[src/rtl/lfsc_pkg.sv]
// Package for the line-follow steering controller: widths, codes, constants.
// No dependencies.
`default_nettype none
package lfsc_pkg;
    localparam int SAMPLE_BITS_DEF = 12;
    localparam int THR_W = 12;
    localparam int GAIN_W = 20;
    localparam int CFG_W = 20;
    localparam int VEL_W = 25;
    localparam int CLS_W = 4;
    localparam int ERR_W = 19;
    localparam int SUM_W = 32;
    localparam int RAT_W = 21;
    localparam int ACC_W = 56;

    localparam logic [1:0] REG_THR = 2'd0;
    localparam logic [1:0] REG_KP = 2'd1;
    localparam logic [1:0] REG_KI = 2'd2;
    localparam logic [1:0] REG_KD = 2'd3;

    localparam logic [3:0] CLS_MID = 4'd0;
    localparam logic [3:0] CLS_LEFT = 4'd1;
    localparam logic [3:0] CLS_RIGHT = 4'd2;
    localparam logic [3:0] CLS_FULL = 4'd3;
    localparam logic [3:0] CLS_BLANK = 4'd4;
    localparam logic [3:0] CLS_L90 = 4'd5;
    localparam logic [3:0] CLS_R90 = 4'd6;
    localparam logic [3:0] CLS_XL = 4'd7;
    localparam logic [3:0] CLS_XR = 4'd8;
    localparam logic [3:0] CLS_CIRCLE = 4'd9;

    localparam logic [1:0] HEAD_NONE = 2'd0;
    localparam logic [1:0] HEAD_MID = 2'd1;
    localparam logic [1:0] HEAD_L90 = 2'd2;
    localparam logic [1:0] HEAD_R90 = 2'd3;

    // Ratio codes chosen by the mode machine.
    localparam logic [2:0] RSEL_HOLD = 3'd0;
    localparam logic [2:0] RSEL_STOP = 3'd1;
    localparam logic [2:0] RSEL_LEFT = 3'd2;
    localparam logic [2:0] RSEL_RIGHT = 3'd3;
    localparam logic [2:0] RSEL_FWD = 3'd4;
    localparam logic [2:0] RSEL_PID = 3'd5;

    typedef struct packed {
        logic load;      // capture samples, classify
        logic mul_p;     // form Kp*e
        logic mul_i;     // add Ki*s
        logic mul_d;     // add Kd*d
        logic commit;    // update state, load result
    } lfsc_cmd_t;
endpackage
`default_nettype wire

[src/rtl/lfsc_if.sv]
// Valid/ready channel interfaces for samples and results.
// No dependencies.
`default_nettype none
interface lfsc_in_if #(parameter int SAMPLE_BITS = 12);
    logic valid;
    logic ready;
    logic [SAMPLE_BITS-1:0] sample_0, sample_1, sample_2, sample_3;
    logic [SAMPLE_BITS-1:0] sample_4, sample_5, sample_6, sample_7;
    modport source (output valid, sample_0, sample_1, sample_2, sample_3,
                    sample_4, sample_5, sample_6, sample_7, input ready);
    modport sink (input valid, sample_0, sample_1, sample_2, sample_3,
                  sample_4, sample_5, sample_6, sample_7, output ready);
endinterface

interface lfsc_out_if;
    logic valid;
    logic ready;
    logic signed [24:0] left_velocity;
    logic signed [24:0] right_velocity;
    logic [3:0] line_class;
    modport source (output valid, left_velocity, right_velocity, line_class,
                    input ready);
    modport sink (input valid, left_velocity, right_velocity, line_class,
                  output ready);
endinterface
`default_nettype wire

[src/rtl/line_follow_steering_controller.sv]
// Line-follow steering controller. One beat in gives one beat out; after
// acceptance the sequencer steps through capture and classify, three multiply-
// accumulate steps on one shared gain multiplier, and commit, and the result
// is then valid. No new beat is taken until the sequencer is back in idle, and
// a result still waiting holds off the next beat. Configuration writes take
// effect at once and must only come while the block is idle.
`default_nettype none
module line_follow_steering_controller
    import lfsc_pkg::*;
#(
    parameter int SAMPLE_BITS = SAMPLE_BITS_DEF
)
(
    input  wire logic clk,
    input  wire logic rst_n,
    lfsc_in_if.sink   in_ch,
    lfsc_out_if.source out_ch,
    input  wire logic cfg_we,
    input  wire logic [1:0] cfg_index,
    input  wire logic [CFG_W-1:0] cfg_data
);
    logic [THR_W-1:0] thr_reg;
    logic [GAIN_W-1:0] kp_reg, ki_reg, kd_reg;
    lfsc_cmd_t cmd;

    always_ff @(posedge clk or negedge rst_n)
    begin
        if (!rst_n)
        begin
            thr_reg <= THR_W'(300);
            kp_reg <= GAIN_W'(124518);
            ki_reg <= GAIN_W'(655);
            kd_reg <= GAIN_W'(66);
        end
        else if (cfg_we)
        begin
            unique case (cfg_index)
                REG_THR: thr_reg <= cfg_data[THR_W-1:0];
                REG_KP: kp_reg <= cfg_data;
                REG_KI: ki_reg <= cfg_data;
                REG_KD: kd_reg <= cfg_data;
                default: thr_reg <= thr_reg;
            endcase
        end
    end

    lfsc_ctrl u_ctrl (
        .clk(clk),
        .rst_n(rst_n),
        .in_valid(in_ch.valid),
        .in_ready(in_ch.ready),
        .out_valid(out_ch.valid),
        .out_ready(out_ch.ready),
        .cmd(cmd)
    );

    lfsc_dp #(.SAMPLE_BITS(SAMPLE_BITS)) u_dp (
        .clk(clk),
        .rst_n(rst_n),
        .samples({in_ch.sample_7, in_ch.sample_6, in_ch.sample_5, in_ch.sample_4,
                  in_ch.sample_3, in_ch.sample_2, in_ch.sample_1, in_ch.sample_0}),
        .thr(thr_reg),
        .kp(kp_reg),
        .ki(ki_reg),
        .kd(kd_reg),
        .cmd(cmd),
        .left_velocity(out_ch.left_velocity),
        .right_velocity(out_ch.right_velocity),
        .line_class(out_ch.line_class)
    );
endmodule
`default_nettype wire

[src/rtl/lfsc_ctrl.sv]
// Sequencer: accept a beat, step the datapath through the PID, hand off result.
// Depends on lfsc_pkg.
`default_nettype none
module lfsc_ctrl
    import lfsc_pkg::*;
(
    input  wire logic clk,
    input  wire logic rst_n,
    input  wire logic in_valid,
    output logic      in_ready,
    output logic      out_valid,
    input  wire logic out_ready,
    output lfsc_cmd_t cmd
);
    localparam logic [2:0] S_IDLE = 3'd0;
    localparam logic [2:0] S_P = 3'd1;
    localparam logic [2:0] S_I = 3'd2;
    localparam logic [2:0] S_D = 3'd3;
    localparam logic [2:0] S_C = 3'd4;

    logic [2:0] state_reg, state_next;
    logic out_valid_reg, out_valid_next;

    // Result register frees on take, so a new beat can enter as the waiting result is taken.
    assign in_ready = (state_reg == S_IDLE) && (!out_valid_reg || out_ready);
    assign out_valid = out_valid_reg;

    always_comb
    begin
        state_next = state_reg;
        out_valid_next = out_valid_reg;
        cmd = '0;
        if (out_valid_reg && out_ready)
        begin
            out_valid_next = 1'b0;
        end
        unique case (state_reg)
            S_IDLE:
            begin
                if (in_valid && in_ready)
                begin
                    cmd.load = 1'b1;
                    state_next = S_P;
                end
            end
            S_P:
            begin
                cmd.mul_p = 1'b1;
                state_next = S_I;
            end
            S_I:
            begin
                cmd.mul_i = 1'b1;
                state_next = S_D;
            end
            S_D:
            begin
                cmd.mul_d = 1'b1;
                state_next = S_C;
            end
            S_C:
            begin
                cmd.commit = 1'b1;
                out_valid_next = 1'b1;
                state_next = S_IDLE;
            end
            default:
            begin
                state_next = S_IDLE;
            end
        endcase
    end

    always_ff @(posedge clk or negedge rst_n)
    begin
        if (!rst_n)
        begin
            state_reg <= S_IDLE;
            out_valid_reg <= 1'b0;
        end
        else
        begin
            state_reg <= state_next;
            out_valid_reg <= out_valid_next;
        end
    end
endmodule
`default_nettype wire

[src/rtl/lfsc_dp.sv]
// Datapath: threshold, centroid, classification, shared PID multiplier,
// mode flags and held ratios. Depends on lfsc_pkg.
`default_nettype none
module lfsc_dp
    import lfsc_pkg::*;
#(
    parameter int SAMPLE_BITS = SAMPLE_BITS_DEF
)
(
    input  wire logic clk,
    input  wire logic rst_n,
    input  wire logic [8*SAMPLE_BITS-1:0] samples,
    input  wire logic [THR_W-1:0] thr,
    input  wire logic [GAIN_W-1:0] kp,
    input  wire logic [GAIN_W-1:0] ki,
    input  wire logic [GAIN_W-1:0] kd,
    input  wire lfsc_cmd_t cmd,
    output logic signed [VEL_W-1:0] left_velocity,
    output logic signed [VEL_W-1:0] right_velocity,
    output logic [CLS_W-1:0] line_class
);
    logic [7:0] on;
    logic [4:0] sum;
    logic [3:0] cnt;
    logic lt, gt;
    logic [3:0] cls;
    logic [CLS_W-1:0] cls_reg;
    logic signed [ERR_W-1:0] e_reg;
    logic signed [SUM_W-1:0] s_new_reg;
    logic signed [ERR_W:0] d_reg;
    logic signed [ACC_W-1:0] acc_reg, acc_next;
    logic signed [SUM_W-1:0] error_sum_reg;
    logic signed [ERR_W-1:0] last_error_reg;
    logic signed [RAT_W-1:0] left_reg, right_reg, left_next, right_next;
    logic cla_reg, cra_reg, tl_reg, tr_reg, circ_reg;
    logic cla_next, cra_next, tl_next, tr_next, circ_next;
    logic [1:0] head_reg, head_next;
    logic [2:0] rsel;
    logic [20:0] quot;
    logic signed [ERR_W-1:0] e_calc;
    logic signed [SUM_W:0] s_wide;
    logic signed [SUM_W-1:0] s_sat;
    logic signed [ACC_W-1:0] ctl;
    logic signed [RAT_W-1:0] ctl_c;
    logic signed [ACC_W-1:0] prod;

    always_comb
    begin
        sum = '0;
        cnt = '0;
        for (int i = 0; i < 8; i++)
        begin
            on[i] = 16'(samples[i*SAMPLE_BITS +: SAMPLE_BITS]) < 16'(thr);
            if (on[i])
            begin
                sum = sum + 5'(i);
                cnt = cnt + 4'd1;
            end
        end
        lt = (cnt == 4'd0) || ({2'b0, sum, 1'b0} < 8'(7 * cnt));
        gt = (cnt != 4'd0) && ({2'b0, sum, 1'b0} > 8'(9 * cnt));
        cls = CLS_MID;
        if (lt)
            cls = CLS_LEFT;
        else if (gt)
            cls = CLS_RIGHT;
        if (cnt == 4'd0) cls = CLS_BLANK;
        if (cnt == 4'd8) cls = CLS_FULL;
        if (lt && on[0] && on[1] && on[2] && !on[6] && !on[7]) cls = CLS_L90;
        if (gt && on[7] && on[6] && on[5] && !on[1] && !on[0]) cls = CLS_R90;
        if (gt && on[7:1] == 7'b1000000) cls = CLS_XR;
        if (lt && on[5:0] == 6'b000001) cls = CLS_XL;
        if (!on[7] && on[5] && on[4] && on[3] && on[2] && !on[0]) cls = CLS_CIRCLE;
        // Centroid: sum*65536/cnt, sum <= 28, cnt <= 8; reciprocal multiply for counts 3, 5, 6, 7, shifts otherwise.
        unique case (cnt)
            4'd1: quot = {sum, 16'd0};
            4'd2: quot = {1'b0, sum, 15'd0};
            4'd3: quot = 21'((44'({sum, 16'd0}) * 44'd2796203) >> 23);
            4'd4: quot = {2'b0, sum, 14'd0};
            4'd5: quot = 21'((44'({sum, 16'd0}) * 44'd1677722) >> 23);
            4'd6: quot = 21'((44'({sum, 16'd0}) * 44'd2796203) >> 24);
            4'd7: quot = 21'((44'({sum, 16'd0}) * 44'd1198373) >> 23);
            4'd8: quot = {3'b0, sum, 13'd0};
            default: quot = '0;
        endcase
        e_calc = ERR_W'(229376) - ERR_W'(signed'({1'b0, quot}));
        s_wide = 33'(error_sum_reg) + 33'(e_calc);
        if (s_wide > 33'sh07FFFFFFF)
            s_sat = 32'sh7FFFFFFF;
        else if (s_wide < -33'sh080000000)
            s_sat = 32'sh80000000;
        else
            s_sat = s_wide[SUM_W-1:0];
    end

    always_comb
    begin
        prod = '0;
        acc_next = acc_reg;
        if (cmd.mul_p)
        begin
            prod = ACC_W'(signed'({1'b0, kp})) * ACC_W'(e_reg);
            acc_next = prod;
        end
        else if (cmd.mul_i)
        begin
            prod = ACC_W'(signed'({1'b0, ki})) * ACC_W'(s_new_reg);
            acc_next = acc_reg + prod;
        end
        else if (cmd.mul_d)
        begin
            prod = ACC_W'(signed'({1'b0, kd})) * ACC_W'(d_reg);
            acc_next = acc_reg + prod;
        end
    end

    always_ff @(posedge clk)
    begin
        if (cmd.load)
        begin
            cls_reg <= cls;
            e_reg <= e_calc;
            s_new_reg <= s_sat;
            d_reg <= (ERR_W+1)'(e_calc) - (ERR_W+1)'(last_error_reg);
        end
        acc_reg <= acc_next;
    end

    always_comb
    begin
        ctl = acc_reg >>> 16;
        if (ctl > ACC_W'(786432))
            ctl_c = RAT_W'(786432);
        else if (ctl < -ACC_W'(786432))
            ctl_c = -RAT_W'(786432);
        else
            ctl_c = ctl[RAT_W-1:0];
        cla_next = cla_reg;
        cra_next = cra_reg;
        tl_next = tl_reg;
        tr_next = tr_reg;
        circ_next = circ_reg;
        head_next = head_reg;
        rsel = RSEL_HOLD;
        priority if (tl_reg)
        begin
            if (cls_reg == CLS_XL)
            begin
                tl_next = 1'b0;
                cla_next = 1'b0;
                cra_next = 1'b0;
                rsel = RSEL_STOP;
            end
            else
                rsel = RSEL_LEFT;
        end
        else if (tr_reg)
        begin
            if (cls_reg == CLS_XR)
            begin
                tr_next = 1'b0;
                cla_next = 1'b0;
                cra_next = 1'b0;
                rsel = RSEL_STOP;
            end
            else
                rsel = RSEL_RIGHT;
        end
        else if (cls_reg == CLS_MID)
        begin
            head_next = HEAD_MID;
            rsel = RSEL_FWD;
        end
        else if (cls_reg == CLS_LEFT || cls_reg == CLS_XL || cls_reg == CLS_RIGHT
                 || cls_reg == CLS_XR)
            rsel = RSEL_PID;
        else if (cls_reg == CLS_L90)
        begin
            cla_next = 1'b1;
            cra_next = 1'b0;
            head_next = HEAD_L90;
        end
        else if (cls_reg == CLS_R90)
        begin
            cra_next = 1'b1;
            cla_next = 1'b0;
            head_next = HEAD_R90;
        end
        else if (cls_reg == CLS_CIRCLE)
            circ_next = 1'b1;
        else if (cls_reg == CLS_BLANK && head_reg == HEAD_L90)
        begin
            cla_next = 1'b0;
            cra_next = 1'b0;
            rsel = RSEL_LEFT;
        end
        else if (cls_reg == CLS_BLANK && head_reg == HEAD_R90)
        begin
            cla_next = 1'b0;
            cra_next = 1'b0;
            rsel = RSEL_RIGHT;
        end
        else if (cls_reg == CLS_BLANK && head_reg == HEAD_MID)
            rsel = RSEL_FWD;
        else if (cls_reg == CLS_BLANK && circ_reg)
            rsel = RSEL_RIGHT;
        else if (cls_reg == CLS_FULL && cla_reg)
        begin
            tl_next = 1'b1;
            rsel = RSEL_STOP;
        end
        else if (cls_reg == CLS_FULL && cra_reg)
        begin
            tr_next = 1'b1;
            rsel = RSEL_STOP;
        end
        unique case (rsel)
            RSEL_STOP:
            begin
                left_next = '0;
                right_next = '0;
            end
            RSEL_LEFT:
            begin
                left_next = '0;
                right_next = RAT_W'(131072);
            end
            RSEL_RIGHT:
            begin
                left_next = RAT_W'(131072);
                right_next = '0;
            end
            RSEL_FWD:
            begin
                left_next = RAT_W'(262144);
                right_next = RAT_W'(262144);
            end
            RSEL_PID:
            begin
                left_next = RAT_W'(196608) - ctl_c;
                right_next = RAT_W'(196608) + ctl_c;
            end
            default:
            begin
                left_next = left_reg;
                right_next = right_reg;
            end
        endcase
    end

    always_ff @(posedge clk or negedge rst_n)
    begin
        if (!rst_n)
        begin
            error_sum_reg <= '0;
            last_error_reg <= '0;
            left_reg <= '0;
            right_reg <= '0;
            cla_reg <= 1'b0;
            cra_reg <= 1'b0;
            tl_reg <= 1'b0;
            tr_reg <= 1'b0;
            circ_reg <= 1'b0;
            head_reg <= HEAD_NONE;
        end
        else if (cmd.commit)
        begin
            if (rsel == RSEL_PID)
            begin
                error_sum_reg <= s_new_reg;
                last_error_reg <= e_reg;
            end
            left_reg <= left_next;
            right_reg <= right_next;
            cla_reg <= cla_next;
            cra_reg <= cra_next;
            tl_reg <= tl_next;
            tr_reg <= tr_next;
            circ_reg <= circ_next;
            head_reg <= head_next;
        end
    end

    always_ff @(posedge clk)
    begin
        if (cmd.commit)
        begin
            left_velocity <= VEL_W'(left_next) * VEL_W'(12);
            right_velocity <= VEL_W'(right_next) * VEL_W'(12);
            line_class <= cls_reg;
        end
    end
endmodule
`default_nettype wire

[src/flat_wrapper.sv]
// flat-port wrapper written by rule: the top's interface ports become plain ports
module line_follow_steering_controller_flat import lfsc_pkg::*;
#(
    parameter int SAMPLE_BITS = SAMPLE_BITS_DEF
)
  (clk, rst_n, cfg_we, cfg_index, cfg_data, in_ch_valid, in_ch_sample_0, in_ch_sample_1, in_ch_sample_2, in_ch_sample_3, in_ch_sample_4, in_ch_sample_5, in_ch_sample_6, in_ch_sample_7, in_ch_ready, out_ch_valid, out_ch_left_velocity, out_ch_right_velocity, out_ch_line_class, out_ch_ready);
  lfsc_in_if #(.SAMPLE_BITS(SAMPLE_BITS)) in_ch_i ();
  lfsc_out_if out_ch_i ();
  input  wire logic clk;
  input  wire logic rst_n;
  input  wire logic cfg_we;
  input  wire logic [1:0] cfg_index;
  input  wire logic [CFG_W-1:0] cfg_data;
  input wire logic [$bits(in_ch_i.valid)-1:0] in_ch_valid;
  input wire logic [$bits(in_ch_i.sample_0)-1:0] in_ch_sample_0;
  input wire logic [$bits(in_ch_i.sample_1)-1:0] in_ch_sample_1;
  input wire logic [$bits(in_ch_i.sample_2)-1:0] in_ch_sample_2;
  input wire logic [$bits(in_ch_i.sample_3)-1:0] in_ch_sample_3;
  input wire logic [$bits(in_ch_i.sample_4)-1:0] in_ch_sample_4;
  input wire logic [$bits(in_ch_i.sample_5)-1:0] in_ch_sample_5;
  input wire logic [$bits(in_ch_i.sample_6)-1:0] in_ch_sample_6;
  input wire logic [$bits(in_ch_i.sample_7)-1:0] in_ch_sample_7;
  output wire logic [$bits(in_ch_i.ready)-1:0] in_ch_ready;
  output wire logic [$bits(out_ch_i.valid)-1:0] out_ch_valid;
  output wire logic [$bits(out_ch_i.left_velocity)-1:0] out_ch_left_velocity;
  output wire logic [$bits(out_ch_i.right_velocity)-1:0] out_ch_right_velocity;
  output wire logic [$bits(out_ch_i.line_class)-1:0] out_ch_line_class;
  input wire logic [$bits(out_ch_i.ready)-1:0] out_ch_ready;
  assign in_ch_i.valid = in_ch_valid;
  assign in_ch_i.sample_0 = in_ch_sample_0;
  assign in_ch_i.sample_1 = in_ch_sample_1;
  assign in_ch_i.sample_2 = in_ch_sample_2;
  assign in_ch_i.sample_3 = in_ch_sample_3;
  assign in_ch_i.sample_4 = in_ch_sample_4;
  assign in_ch_i.sample_5 = in_ch_sample_5;
  assign in_ch_i.sample_6 = in_ch_sample_6;
  assign in_ch_i.sample_7 = in_ch_sample_7;
  assign in_ch_ready = in_ch_i.ready;
  assign out_ch_valid = out_ch_i.valid;
  assign out_ch_left_velocity = out_ch_i.left_velocity;
  assign out_ch_right_velocity = out_ch_i.right_velocity;
  assign out_ch_line_class = out_ch_i.line_class;
  assign out_ch_i.ready = out_ch_ready;
  line_follow_steering_controller #(.SAMPLE_BITS(SAMPLE_BITS)) u_core (.clk(clk), .rst_n(rst_n), .in_ch(in_ch_i), .out_ch(out_ch_i), .cfg_we(cfg_we), .cfg_index(cfg_index), .cfg_data(cfg_data));
endmodule
[config.mk]
export PLATFORM = sky130hd
export DESIGN_NAME = line_follow_steering_controller_flat
export DESIGN_NICKNAME = d
export VERILOG_FILES = /design/src/rtl/lfsc_pkg.sv /design/src/rtl/lfsc_if.sv /design/src/rtl/line_follow_steering_controller.sv /design/src/rtl/lfsc_ctrl.sv /design/src/rtl/lfsc_dp.sv /design/src/flat_wrapper.sv
export SDC_FILE = /design/constraint.sdc
export NUM_CORES = 2
export LEC_CHECK = 0
export BUFFER_PORTS_ARGS = -buffer_cell sky130_fd_sc_hd__buf_2
export CORE_ASPECT_RATIO = 0.5
export CORE_UTILIZATION = 56
export CTS_CLUSTER_SIZE = 20
export DETAILED_ROUTE_END_ITERATION = 7
export PLACE_DENSITY = 0.82
export SLEW_MARGIN = 20
export SYNTH_ARGS = -nofsm -noshare
export SYNTH_HDL_FRONTEND = slang
export SYNTH_SLANG_ARGS = --single-unit
[constraint.sdc]
create_clock -name clk -period 16.1 [get_ports clk]
set_clock_uncertainty 0.2 [all_clocks]
set_input_delay 1.61 -clock clk [delete_from_list [all_inputs] [get_ports clk]]
set_output_delay 1.61 -clock clk [all_outputs]
set_load 0.05 [all_outputs]
==> results.sh <==
export IMPL_crit_top_cell="ha_1"
export IMPL_worstPathArrival_ns=14.99
export IMPL_wl_met3_um=29100
export IMPL_timing_rr_end="u_core.u_dp.s_new_reg[5]$_SDFFCE_PN1P_"
export IMPL_hold_end="u_core.u_dp.left_reg[3]$_DFFE_PN0P_"
export IMPL_synth_fa_ha_area_share_pct=49.8
export IMPL_synth_xor_area_share_pct=3.26
export IMPL_holdBufCountCts=0
export IMPL_period_minus_slack_ns=14.87
export IMPL_fin_nets=10800
export IMPL_clk_path_buf_depth=3
export IMPL_m1WireLength_um=83500
export IMPL_route_met2_wl_um=94200
export IMPL_drc_errors=0
export IMPL_synth_avg_cell_area_um2=9.18
export IMPL_critical_path_max_fanout=17
export IMPL_viasPerCell=5.82
export IMPL_largest_reg_flops=56
export IMPL_yosysSeqAreaShare_pct=12.7
export IMPL_fin_setup_tns_ns=0
export IMPL_hold_path_class="reg2reg"
export IMPL_cpPeakStageDelay_ns=0.66
export IMPL_synthMuxAreaShare_pct=1.58
export IMPL_design_die_area_um2=140000
export IMPL_place_gp_congestion=1.01
export IMPL_grt_max_degree=83
export IMPL_final_antenna_net_count=0
export IMPL_grt_first_pass_wirelength_um=346000
export IMPL_synthFlopType="edfxtp_1"
export IMPL_numPortBuffers=174
export IMPL_die_y_um=265
export IMPL_synth_top_area_share_pct=36.1
export IMPL_synth_compound_area_share_pct=8.38
export IMPL_ys_seq_elements=357
export IMPL_synth_top_family_by_area="adder cells"
export IMPL_insertion_delay_ns=0.62
export IMPL_dp_hpwl_um=171000
export IMPL_end_kind="register"
export IMPL_wl_um=218000
export IMPL_cts_sinks=357
export IMPL_setup_violations=0
export IMPL_vias=60100
export IMPL_initial_core_util_pct=56.5
export IMPL_cts_made_buffers=39
export IMPL_fmax_mhz=67.2
export IMPL_grtUsageTotal_pct=32.0
export IMPL_overflow=0
export IMPL_hold_violations=0
export IMPL_synth_top_cell_by_area="fa_1"
export IMPL_grt_pass1_vias=62700
export IMPL_synth_simple_area_share_pct=14.0
export IMPL_synthToLayoutAreaGrowth_pct=5.40
export IMPL_tritoncts="done"
export IMPL_path_clk_slew_ns=0.07
export IMPL_antenna_found_initial=24
export IMPL_top_layer_used="met5"
export IMPL_rows=96
export IMPL_crit_slowest_cell="fa_1"
export IMPL_synth_area_um2=77500
export IMPL_ys_top_cells_by_area="fa_1 36%, ha_1 14%, inv_1 8.2%, edfxtp_1 7.0%, nand2_1 6.3%"
export IMPL_criticalPathCategory="in2reg"
export IMPL_cts_root_buf="clkbuf_16"
export IMPL_hold_depth=2
export IMPL_slew_violations=0
export IMPL_relSlewSlack_pct=9.60
export IMPL_worstHoldStart="u_core.u_dp.left_reg[3]$_DFFE_PN0P_"
export IMPL_post_cts_repair_setup_buffers=0
export IMPL_worstReg2RegStart="u_core.thr_reg[5]$_DFFE_PN1P_"
export IMPL_synth_warnings=0
export IMPL_cp_required_ns=16.21
export IMPL_htreeDepth=2
export IMPL_ctsResizeCount=0
export IMPL_coreArea_um2=137000
export IMPL_cap_violations=0
export IMPL_synth_edf_count=181
export IMPL_rsz0062_at_grt="false"
export IMPL_routedWlPerCell_um=21.1
export IMPL_min_period_over_period_pct=92.4
export IMPL_worst_slew_pin_slew_ns=1.34
export IMPL_synthArstFlopShare_pct=49.3
export IMPL_synth_cell_types=102
export IMPL_drive_above_1_share_pct=6.69
export IMPL_worst_r2r_setup_slack_ns=1.61
export IMPL_synthCells=8440
export IMPL_io_pins=179
export IMPL_r2r_cells=55
export IMPL_drtIter0Drc=5727
export IMPL_firstDrtPassIters=8
export IMPL_outcome="finished, final reports clean"
export IMPL_synth_most_common_cell="inv_1"
export IMPL_synth_top_cells_by_count="1,702 x inv_1, 1,398 x fa_1, 1,297 x nand2_1"
export IMPL_worst_setup_path_start_kind="input port"
export IMPL_die_width_um=528
## cell type report
| cell class | instances | area (um^2) |
|---|---|---|
| Multi-Input combinational cell | 5991 | 59800 |
| Clock inverter | 17 | 180 |
| Clock buffer | 55 | 1160 |
| Sequential cell | 357 | 9870 |
| Antenna cell | 30 | 75.1 |
| Tap cell | 1862 | 2330 |
| Timing Repair Buffer | 307 | 1890 |
| Inverter | 1705 | 6400 |
| Fill cell | 11300 | 55500 |
## per-layer routing
metal | track usage [%] | vias up
li1 | - | 26200
met1 | 41.7 | 29900
met2 | 48.6 | 3342
met3 | 10.7 | 671
met4 | 13.8 | 12
met5 | 0 | -
## kinds of logic after synthesis
logic type | Yosys count
and+or+nand+nor | 2349
muxes | 110
AOI/OAI and AO/OA | 997
other | 1
adders and majority gates | 2247
DFF | 357
xor gates and xnor gates | 284
buffers and inverters | 2095
## how the worst max path moves through the flow
stage | startpoint | end | slack [ns] | cells past startpoint
detailed placement | in_ch_sample_2[7] | u_core.u_dp.s_new_reg[5]$_SDFFCE_PN1P_ | 0.65 | 52
CTS | in_ch_sample_2[7] | u_core.u_dp.s_new_reg[5]$_SDFFCE_PN1P_ | 1.17 | 52
floorplan | in_ch_sample_2[8] | u_core.u_dp.s_new_reg[19]$_SDFFCE_PN1P_ | 2.21 | 55
finish | in_ch_sample_2[7] | u_core.u_dp.s_new_reg[5]$_SDFFCE_PN1P_ | 1.23 | 55
global placement | in_ch_sample_2[7] | u_core.u_dp.s_new_reg[4]$_SDFFCE_PN1P_ | 0.91 | 55
global route | in_ch_sample_2[7] | u_core.u_dp.s_new_reg[8]$_SDFFCE_PN1P_ | 0.11 | 55
## critical path: cells and delay by family
| family | cells | cell delay [ns] |
|---|---|---|
| AOI/OAI and AO/OA | 21 | 4.88 |
| muxes | 1 | 0.30 |
| and+or+nand+nor | 17 | 3.80 |
| adders and majority gates | 10 | 3.27 |
| xor gates and xnor gates | 3 | 0.45 |
| buffers and inverters | 3 | 0.62 |
## cells in the final DEF (no fill, tap or decap), types with 23 or more instances in the layout
cell       count
a211oi_1      35
xnor2_1      189
xor2_1        91
and3_1        23
edfxtp_1     181
buf_4        132
o21bai_1      53
clkbuf_16     42
nor2_1       210
inv_1       1702
nor2b_1       41
and2_1       446
a31oi_1       37
dfrtp_1      153
diode_2       30
fa_1        1398
a21o_1       122
a21oi_1      308
buf_2        173
nand2b_1      75
nor3_1        56
nand2_1     1295
o21ai_0      191
ha_1         843
mux2_2        99
a22o_1        30
o31ai_1       23
nand4_1       36
nand3_1       59
## stage by stage
| stage | setup slack (ns) | hold WS [ns] | area [um^2] | std cells | util (%) |
|---|---|---|---|---|---|
| floorplan | 2.21 | 0.224 | 77500 | 8443 | - |
| global placement | 0.906 | 0.254 | 80300 | 10200 | 58.5 |
| detailed placement | 0.650 | 0.262 | 80300 | 10200 | 58.5 |
| CTS | 1.17 | 0.280 | 81600 | 10300 | 59.5 |
| global route | 0.109 | 0.298 | 81600 | 10300 | 59.5 |
| finish | 1.23 | 0.278 | 81700 | 10300 | 59.6 |
Power is left out: the tool's default activity adds up to more than one toggle a clock period on the data nets, which glitch-free logic cannot reach.
